`src/fbde_pkg.sv`:
```
// Shared types, constants and functions of the four-button debounce event generator.
package fbde_pkg;

	localparam int NUM_BUTTONS_DEF = 4;
	localparam int LEVEL_W = 4;
	localparam int TIME_W = 32;
	localparam int CFG_W = 16;
	localparam int CODE_W = 4;

	localparam logic [1:0] REG_DEBOUNCE = 2'd0;
	localparam logic [1:0] REG_REPEAT_START = 2'd1;
	localparam logic [1:0] REG_REPEAT_INTERVAL = 2'd2;
	localparam logic [1:0] REG_LONG_PRESS = 2'd3;

	localparam logic [CFG_W-1:0] DEBOUNCE_RST = 16'd50;
	localparam logic [CFG_W-1:0] REPEAT_START_RST = 16'd500;
	localparam logic [CFG_W-1:0] REPEAT_INTERVAL_RST = 16'd100;
	localparam logic [CFG_W-1:0] LONG_PRESS_RST = 16'd1000;

	localparam logic [CODE_W-1:0] EV_NONE = 4'd0;
	localparam logic [CODE_W-1:0] EV_MAX = 4'd15;

	typedef struct packed {
		logic [CFG_W-1:0] debounce_time;
		logic [CFG_W-1:0] repeat_start_time;
		logic [CFG_W-1:0] repeat_interval;
		logic [CFG_W-1:0] long_press_time;
	} cfg_t;

	typedef struct packed {
		logic [TIME_W-1:0] ref_time;
		logic [CFG_W-1:0] threshold;
		logic or_equal;
	} cmp_req_t;

	function automatic logic [CODE_W-1:0] short_code(input logic [CODE_W-1:0] b);
		return b + 4'd1;
	endfunction

	function automatic logic [CODE_W-1:0] long_code(input int nb, input logic [CODE_W-1:0] b);
		int c;
		c = nb + 1 + int'(b);
		return (c > 15) ? EV_MAX : CODE_W'(c);
	endfunction

endpackage

```
`src/fbde_cmp.sv`:
```
// Shared elapsed-time unit: subtracts a stored time from now and compares against a threshold.
module fbde_cmp
	import fbde_pkg::*;
(
	input  logic [TIME_W-1:0] now_ms,
	input  cmp_req_t          req,
	output logic              hit
);

	logic [TIME_W-1:0] elapsed;
	logic [TIME_W-1:0] limit;

	assign elapsed = now_ms - req.ref_time;
	assign limit = TIME_W'(req.threshold);
	assign hit = req.or_equal ? (elapsed >= limit) : (elapsed > limit);

endmodule

```
`src/fbde_seq.sv`:
```
// Sequencer and per-button state that walk the buttons of one poll through the shared unit.
module fbde_seq
	import fbde_pkg::*;
#(
	parameter int NUM_BUTTONS = NUM_BUTTONS_DEF
) (
	input  logic               clk,
	input  logic               arst_n,
	input  logic               start,
	input  logic [TIME_W-1:0]  now_in,
	input  logic [LEVEL_W-1:0] levels_in,
	input  cfg_t               cfg,
	input  logic               res_take,
	input  logic               cmp_hit,
	output cmp_req_t           cmp_req,
	output logic [TIME_W-1:0]  now_ms,
	output logic               idle,
	output logic               res_valid,
	output logic [CODE_W-1:0]  res_code
);

	localparam int BW = $clog2(NUM_BUTTONS);

	localparam logic [2:0] S_IDLE = 3'd0;
	localparam logic [2:0] S_DEB = 3'd1;
	localparam logic [2:0] S_REP = 3'd2;
	localparam logic [2:0] S_LNG = 3'd3;
	localparam logic [2:0] S_DONE = 3'd4;

	logic [2:0] state_q;
	logic [BW-1:0] btn_q;
	logic [TIME_W-1:0] now_q;
	logic [LEVEL_W-1:0] lvl_q;
	logic [CODE_W-1:0] code_q;

	logic [NUM_BUTTONS-1:0] sp_q;
	logic [NUM_BUTTONS-1:0] lraw_q;
	logic [NUM_BUTTONS-1:0] rep_q;
	logic [NUM_BUTTONS-1:0] lf_q;
	logic [TIME_W-1:0] rct_q [NUM_BUTTONS];
	logic [TIME_W-1:0] ps_q [NUM_BUTTONS];
	logic [TIME_W-1:0] lr_q [NUM_BUTTONS];

	logic [NUM_BUTTONS-1:0] raw_vec;
	logic raw;
	logic changed;
	logic last_btn;
	logic repeat_btn;
	logic [2:0] adv_state;
	logic [CODE_W-1:0] btn_ext;

	for (genvar i = 0; i < NUM_BUTTONS; i++) begin : g_raw
		if (i < LEVEL_W) begin : g_in
			assign raw_vec[i] = lvl_q[i];
		end else begin : g_off
			assign raw_vec[i] = 1'b0;
		end
	end

	assign raw = raw_vec[btn_q];
	assign changed = raw != lraw_q[btn_q];
	assign last_btn = btn_q == BW'(NUM_BUTTONS - 1);
	assign repeat_btn = btn_q <= BW'(1);
	assign adv_state = last_btn ? S_DONE : S_DEB;
	assign btn_ext = CODE_W'(btn_q);

	always_comb begin
		cmp_req.ref_time = rct_q[btn_q];
		cmp_req.threshold = cfg.debounce_time;
		cmp_req.or_equal = 1'b0;
		unique case (state_q)
			S_REP: begin
				cmp_req.ref_time = rep_q[btn_q] ? lr_q[btn_q] : ps_q[btn_q];
				cmp_req.threshold = rep_q[btn_q] ? cfg.repeat_interval : cfg.repeat_start_time;
				cmp_req.or_equal = 1'b1;
			end
			S_LNG: begin
				cmp_req.ref_time = ps_q[btn_q];
				cmp_req.threshold = cfg.long_press_time;
				cmp_req.or_equal = 1'b1;
			end
			default: begin
			end
		endcase
	end

	assign now_ms = now_q;
	assign idle = state_q == S_IDLE;
	assign res_valid = state_q == S_DONE;
	assign res_code = code_q;

	always_ff @(posedge clk or negedge arst_n) begin
		if (!arst_n) begin
			state_q <= S_IDLE;
			btn_q <= '0;
			code_q <= EV_NONE;
			sp_q <= '0;
			lraw_q <= '0;
			rep_q <= '0;
			lf_q <= '0;
			for (int i = 0; i < NUM_BUTTONS; i++) begin
				rct_q[i] <= '0;
				ps_q[i] <= '0;
				lr_q[i] <= '0;
			end
		end else begin
			unique case (state_q)
				S_IDLE: begin
					if (start) begin
						btn_q <= '0;
						state_q <= S_DEB;
					end
				end
				S_DEB: begin
					if (changed) begin
						lraw_q[btn_q] <= raw;
						rct_q[btn_q] <= now_q;
					end
					if (!changed && cmp_hit && raw != sp_q[btn_q]) begin
						sp_q[btn_q] <= raw;
						if (raw) begin
							rep_q[btn_q] <= 1'b0;
							lf_q[btn_q] <= 1'b0;
							ps_q[btn_q] <= now_q;
							code_q <= short_code(btn_ext);
							state_q <= S_DONE;
						end else begin
							state_q <= adv_state;
							btn_q <= btn_q + 1'b1;
							code_q <= EV_NONE;
						end
					end else if (sp_q[btn_q] && repeat_btn) begin
						state_q <= S_REP;
					end else if (sp_q[btn_q] && !lf_q[btn_q]) begin
						state_q <= S_LNG;
					end else begin
						state_q <= adv_state;
						btn_q <= btn_q + 1'b1;
						code_q <= EV_NONE;
					end
				end
				S_REP: begin
					if (cmp_hit) begin
						rep_q[btn_q] <= 1'b1;
						lr_q[btn_q] <= now_q;
						code_q <= short_code(btn_ext);
						state_q <= S_DONE;
					end else if (!lf_q[btn_q]) begin
						state_q <= S_LNG;
					end else begin
						state_q <= adv_state;
						btn_q <= btn_q + 1'b1;
						code_q <= EV_NONE;
					end
				end
				S_LNG: begin
					if (cmp_hit) begin
						lf_q[btn_q] <= 1'b1;
						code_q <= long_code(NUM_BUTTONS, btn_ext);
						state_q <= S_DONE;
					end else begin
						state_q <= adv_state;
						btn_q <= btn_q + 1'b1;
						code_q <= EV_NONE;
					end
				end
				S_DONE: begin
					if (res_take) begin
						state_q <= S_IDLE;
					end
				end
				default: begin
					state_q <= S_IDLE;
				end
			endcase
		end
	end

	always_ff @(posedge clk) begin
		if (start && state_q == S_IDLE) begin
			now_q <= now_in;
			lvl_q <= levels_in;
		end
	end

endmodule

```
`src/four_button_debounce_event_generator.sv`:
```
// Top level of the four-button debounce event generator.
// Each poll transaction carries a millisecond timestamp and the raw button levels, and yields
// exactly one event code (0 when nothing happened). The sequencer takes the transaction, then
// runs each elapsed-time test in a state of its own on the single shared subtract-and-compare
// unit, then hands the result to the output register. Every button gets a debounce test.
// Buttons 0 and 1 also get a repeat test while held, and every held button whose long press
// has not yet fired gets a long-press test. The poll stops at the first event, so a press of
// button 0 gives the shortest poll. The longest poll has every held button without an event.
// A stalled output holds the result and delays the next poll. The input is not ready while a
// poll is in progress.
// The configuration channel is always ready and should be written only between polls.
module four_button_debounce_event_generator
	import fbde_pkg::*;
#(
	parameter int NUM_BUTTONS = NUM_BUTTONS_DEF
) (
	input  logic        clk,
	input  logic        arst_n,
	input  logic        s_axis_tvalid,
	output logic        s_axis_tready,
	input  logic [39:0] s_axis_tdata,  // now_ms[31:0], button_levels[35:32], zero[39:36]
	output logic        m_axis_tvalid,
	input  logic        m_axis_tready,
	output logic [7:0]  m_axis_tdata,  // event_code[3:0], zero[7:4]
	input  logic        cfg_valid,
	output logic        cfg_ready,
	input  logic [1:0]  cfg_index,
	input  logic [15:0] cfg_data
);

	cfg_t cfg_q;
	cmp_req_t cmp_req;
	logic cmp_hit;
	logic [TIME_W-1:0] now_ms;
	logic idle;
	logic res_valid;
	logic [CODE_W-1:0] res_code;
	logic res_take;
	logic out_valid_q;
	logic [CODE_W-1:0] out_code_q;

	assign cfg_ready = 1'b1;
	assign s_axis_tready = idle;
	assign res_take = !out_valid_q || m_axis_tready;
	assign m_axis_tvalid = out_valid_q;
	assign m_axis_tdata = {4'd0, out_code_q};

	always_ff @(posedge clk or negedge arst_n) begin
		if (!arst_n) begin
			cfg_q.debounce_time <= DEBOUNCE_RST;
			cfg_q.repeat_start_time <= REPEAT_START_RST;
			cfg_q.repeat_interval <= REPEAT_INTERVAL_RST;
			cfg_q.long_press_time <= LONG_PRESS_RST;
		end else if (cfg_valid && cfg_ready) begin
			unique case (cfg_index)
				REG_DEBOUNCE: cfg_q.debounce_time <= cfg_data;
				REG_REPEAT_START: cfg_q.repeat_start_time <= cfg_data;
				REG_REPEAT_INTERVAL: cfg_q.repeat_interval <= cfg_data;
				REG_LONG_PRESS: cfg_q.long_press_time <= cfg_data;
				default: begin
				end
			endcase
		end
	end

	always_ff @(posedge clk or negedge arst_n) begin
		if (!arst_n) begin
			out_valid_q <= 1'b0;
		end else if (res_valid && res_take) begin
			out_valid_q <= 1'b1;
		end else if (m_axis_tready) begin
			out_valid_q <= 1'b0;
		end
	end

	always_ff @(posedge clk) begin
		if (res_valid && res_take) begin
			out_code_q <= res_code;
		end
	end

	fbde_seq #(
		.NUM_BUTTONS(NUM_BUTTONS)
	) u_seq (
		.clk(clk),
		.arst_n(arst_n),
		.start(s_axis_tvalid),
		.now_in(s_axis_tdata[31:0]),
		.levels_in(s_axis_tdata[35:32]),
		.cfg(cfg_q),
		.res_take(res_take),
		.cmp_hit(cmp_hit),
		.cmp_req(cmp_req),
		.now_ms(now_ms),
		.idle(idle),
		.res_valid(res_valid),
		.res_code(res_code)
	);

	fbde_cmp u_cmp (
		.now_ms(now_ms),
		.req(cmp_req),
		.hit(cmp_hit)
	);

endmodule

```
`config.mk`:
```
export PLATFORM = sky130hd
export DESIGN_NAME = four_button_debounce_event_generator
export DESIGN_NICKNAME = d
export VERILOG_FILES = /design/src/fbde_pkg.sv /design/src/fbde_cmp.sv /design/src/fbde_seq.sv /design/src/four_button_debounce_event_generator.sv
export SDC_FILE = /design/constraint.sdc
export NUM_CORES = 1
export LEC_CHECK = 0
export CAP_MARGIN = 30
export CORE_MARGIN = 2
export CORE_UTILIZATION = 25
export CTS_BUF_LIST = sky130_fd_sc_hd__clkbuf_16
export CTS_CLUSTER_SIZE = 20
export DETAILED_ROUTE_END_ITERATION = 16
export DONT_BUFFER_PORTS = 1
export PLACE_DENSITY = 0.5
export SYNTH_ARGS = -nofsm -noshare
export SYNTH_HDL_FRONTEND = slang
export SYNTH_SLANG_ARGS = --single-unit
```
`constraint.sdc`:
```
create_clock -name clk -period 5.8 [get_ports clk]
set_input_delay 0.87 -clock clk [delete_from_list [all_inputs] [get_ports clk]]
set_output_delay 0.87 -clock clk [all_outputs]
set_load 0.05 [all_outputs]
```
==> results by group <==
Synthesis
  – Area fraction in compound gates after synthesis: under 10%
  – Number of synthesized register bits: slightly above 500
  – Simple-gate share of the synthesized area: around 5.2%
  – Synth area leaders: dfrtp_1, mux2_2, mux2_1, mux4_2, edfxtp_1
  – Largest family of logic cells by synthesized area: multiplexers
  – Post-synthesis xor/xnor area fraction: less than 1%
  – Register area share after synthesis: 52.0%
  – Post-synthesis cell count: 1860
  – Top cell type's share of synthesized area: ~45%
  – Mux contribution to synthesized area: slightly above 30%
  – Fraction of registers with async set/reset: 92.2%
  – EDFF count, synth: 40
  – Dominant cell type by area after synthesis: dfrtp_1
  – Post-synthesis adder-cell area fraction: 2.62%
  – Synthesized area: roughly 25000 sq um
  – Number of synthesis warnings: 0
  – Avg Inst Size Synth: 13.5 sq um
  – Post-synthesis cell type count: 75
  – Ys flop type: dfrtp_1

STA
  – Max Clock Skew: 0.0366 ns
  – Slew Limit Fails: 200
  – Max Freq: roughly 160 MHz
  – Setup TNS: -89.54 ns
  – Worst slew pin tran: about 2.0 ns
  – Setup repair after global routing missed its margin: true
  – Final setup vio count: approximately 280
  – Final Hold Fails: 0
  – PnR worst setup slack: -0.410 ns
  – Fin crit share: 107%
  – Post-layout min period: slightly above 6 ns
  – Max-slew headroom: -34.8%

Route
  – Vias/cell: 4.77
  – Drt first-iter violations: 1029
  – DRT Wirelength: approximately 70 mm
  – DR DRC count: 0
  – WL met1: roughly 32 mm
  – Max layer used: met5
  – Detail Route Antenna Nets: 0
  – Vias: 15800
  – 1st-pass router iterations: 5
  – Drt wl/cell: roughly 21 um
  – Metal3 WL: around 3.2 mm
  – Metal2 WL: ~33 mm

Final layout
  – Share of cells above drive strength 1: approximately 41%
  – Area grow syn2layout: 23.9%
  – Antenna Cells: 0
  – Fillers: around 9900
  – Utilization after layout: between 30% and 40%
  – Multi-input logic area: 12300 sq um
  – Nets@finish: 2093
  – Non-filler cells, final: roughly 3300
  – Storage element area: 13100 sq um

Critical path
  – Critical path launch point type: register
  – Crit end category: register
  – Worst path arrival time: about 6.7 ns
  – Critical path's most frequent cell: buf_6
  – Reg2Reg Depth: 32
  – Max Fanout on Critical Path: 5
  – Crit Path Class: reg -> reg
  – CP required: around 6.3 ns
  – Critical path's largest stage delay: ~0.59 ns
  – Critical-path top delay cell: or4_4

Global routing
  – Grt ovf: 0
  – Largest net degree at the start of global routing: about 480
  – Number of global-route vias before repair: approximately 17000
  – GR Util All Layers: a little over an eighth
  – First-pass GRT wire length: 106 mm
  – Initial antenna violation count: 5

Placed design
  – Inst Count DP: ~3200
  – Dpl ws: -0.682 ns
  – PortBufs: 0
  – Placer's final routability congestion estimate: 0.830
  – Dpl hpwl: between 40 and 50 mm

Clocking
  – Clock transition at path regs: around 0.060 ns
  – CTS tree: yes
  – Worst skew pair latency: approximately 0.63 ns
  – H-tree depth: 2
  – CTS max path bufs: 3
  – Total CTS buffers: 56
  – CTS root buf: clkbuf_16
  – Clock sink count: around 510

Floorplan
  – Core footprint: 99900 sq um
  – Die width: around 320 um
  – Die area: about 100000 sq um
  – IO Pins: 74
  – Die Ht: 321 um
  – Initial core utilization: roughly a quarter
  – Rows: around 120

Power
  – Combinational Power Share: 53.2%
  – Total power: between 0.015 and 0.02 W
  – Switching part of the total: roughly 38%
  – Sequential Power Share: 29.3%
  – Peak supply drop: roughly 310 uV
  – Pleak: ~14 nW
  – Power per cell area: between 600 and 700 nW/um^2
  – P_sw: 0.00721 W
  – Pint: around 0.012 W
  – Clock Power Share: 17.5%

Min path
  – HP Class: in -> async

Outcome
  – Failing checks: max-slew violations, negative setup slack
  – Outcome: finished, violations left

Flow run
  – Max-cap violations: 0
==> worst paths after layout <==
path                                    from                to  slack, ns
max in group asynchronous             arst_n    u_seq.btn_q[1]       3.99
min reg2reg                u_seq.res_code[0]     out_code_q[0]       0.47
max reg2reg                   u_seq.btn_q[0]   u_seq.lr_q[100]      -0.41
min                                   arst_n    u_seq.lr_q[46]       0.04
max                           u_seq.btn_q[0]   u_seq.lr_q[100]      -0.41
min in group clk            s_axis_tdata[13]  u_seq.now_ms[13]       0.33
==> cell families (layout without fill, tap and decap cells) <==
| logic type | Yosys count | count (layout) |
|---|---|---|
| XOR/XNOR | 24 | 24 |
| buffers and inverters | 161 | 321 |
| flip-flops | 514 | 514 |
| adder cells (fa/ha/maj) | 52 | 52 |
| AND/OR/NAND/NOR | 268 | 268 |
| AO/OA/AOI/OAI | 260 | 260 |
| multiplexers | 579 | 579 |
| other | 2 | 5 |
==> registers in the layout (all words and copies together), names as in the netlist, 3 cells and up, named ones only <==
register	cells
cfg_q	64
out_code_q	4
u_seq.lr_q	128
u_seq.lraw_q	4
u_seq.lvl_q	4
u_seq.now_ms	32
u_seq.ps_q	128
u_seq.rct_q	128
u_seq.res_code	4
u_seq.sp_q	4
u_seq.state_q	3
==> cells in the mapped netlist, drive strengths merged, types with 5 or more instances <==
library cell / n
nand2: 99
xor2: 9
a21o: 8
a21oi: 133
dfstp: 18
o21ai: 52
inv: 17
nand4: 13
a211o: 5
mux2: 447
dfrtp: 456
and2: 5
buf: 50
ha: 51
a21boi: 6
mux4: 101
o21a: 6
nand2b: 11
and3: 10
mux2i: 31
nor3: 10
nor2: 68
o211ai: 6
a31oi: 9
clkbuf: 93
edfxtp: 40
nand3: 19
nor2b: 9
xnor2: 15
==> power by group through the flow <==
| stage | clock, W | sequential, W | combinational, W |
|---|---|---|---|
| finish | 0.00335 | 0.00561 | 0.0102 |
| global route | 0.00362 | 0.00576 | 0.0110 |
| CTS | 0.00346 | 0.00558 | 0.00941 |
| detailed placement | 0 | 0.00564 | 0.00867 |
| global placement | 0 | 0.00552 | 0.00863 |
| floorplan | 0 | 0.00530 | 0.00603 |
==> through the flow <==
step / hold WS, ns / area (sq um)
floorplan: 0.425 / 25200
finish: 0.0389 / 31200
global route: -0.00173 / 31200
CTS: -0.0444 / 30100
global placement: 0.451 / 27400
detailed placement: 0.453 / 27500
==> worst max-delay path, delay by kind of cell (launching register included) <==
kind	cells	cell delay (ns)
and+or+nand+nor	10	1.73
buffers and inverters	10	1.33
muxes	3	1.12
AOI/OAI and AO/OA	6	0.91
adders and majority gates	2	0.50
DFF	1	0.41
xor gates and xnor gates	1	0.08
==> cell usage in the layout (no fill, tap or decap), types with 12 or more instances in the layout <==
| cell | count |
|---|---|
| mux2i_1 | 30 |
| dfrtp_1 | 454 |
| a21oi_2 | 24 |
| xnor2_1 | 12 |
| ha_1 | 40 |
| o21ai_0 | 37 |
| mux4_2 | 101 |
| a21oi_1 | 106 |
| clkbuf_16 | 60 |
| nand4_1 | 13 |
| nor2_1 | 68 |
| buf_6 | 21 |
| inv_1 | 32 |
| mux2_2 | 212 |
| dfstp_2 | 18 |
| clkinv_1 | 15 |
| nand2_1 | 92 |
| mux2_4 | 108 |
| mux2_1 | 127 |
| buf_4 | 125 |
| edfxtp_1 | 40 |
| buf_12 | 33 |
==> timing repair <==
item                       4_1_cts  5_1_grt
hold endpoints to repair       228      142
cloned                          12        4
setup endpoints to repair      277      277
pin swaps                       30       37
gates resized for setup         83      205
buffers inserted                22       24
==> layout make-up <==
class | instances | share of cell area (%)
multi-input combinational | 1188 | 39.6
sequential | 514 | 42.0
timing repair buffer | 200 | 7.49
tap | 1298 | 5.21
clock buffer | 56 | 4.50
inverter | 18 | 0.233
clock inverter | 47 | 0.956
==> routing by layer <==
metal | vias up | GRT usage, %
met5 | - | 0
met4 | 8 | 3.35
met3 | 92 | 2.55
met2 | 278 | 21.7
met1 | 8371 | 18.0
li1 | 7099 | -
No activity file was read; power rests on OpenSTA's default activity.
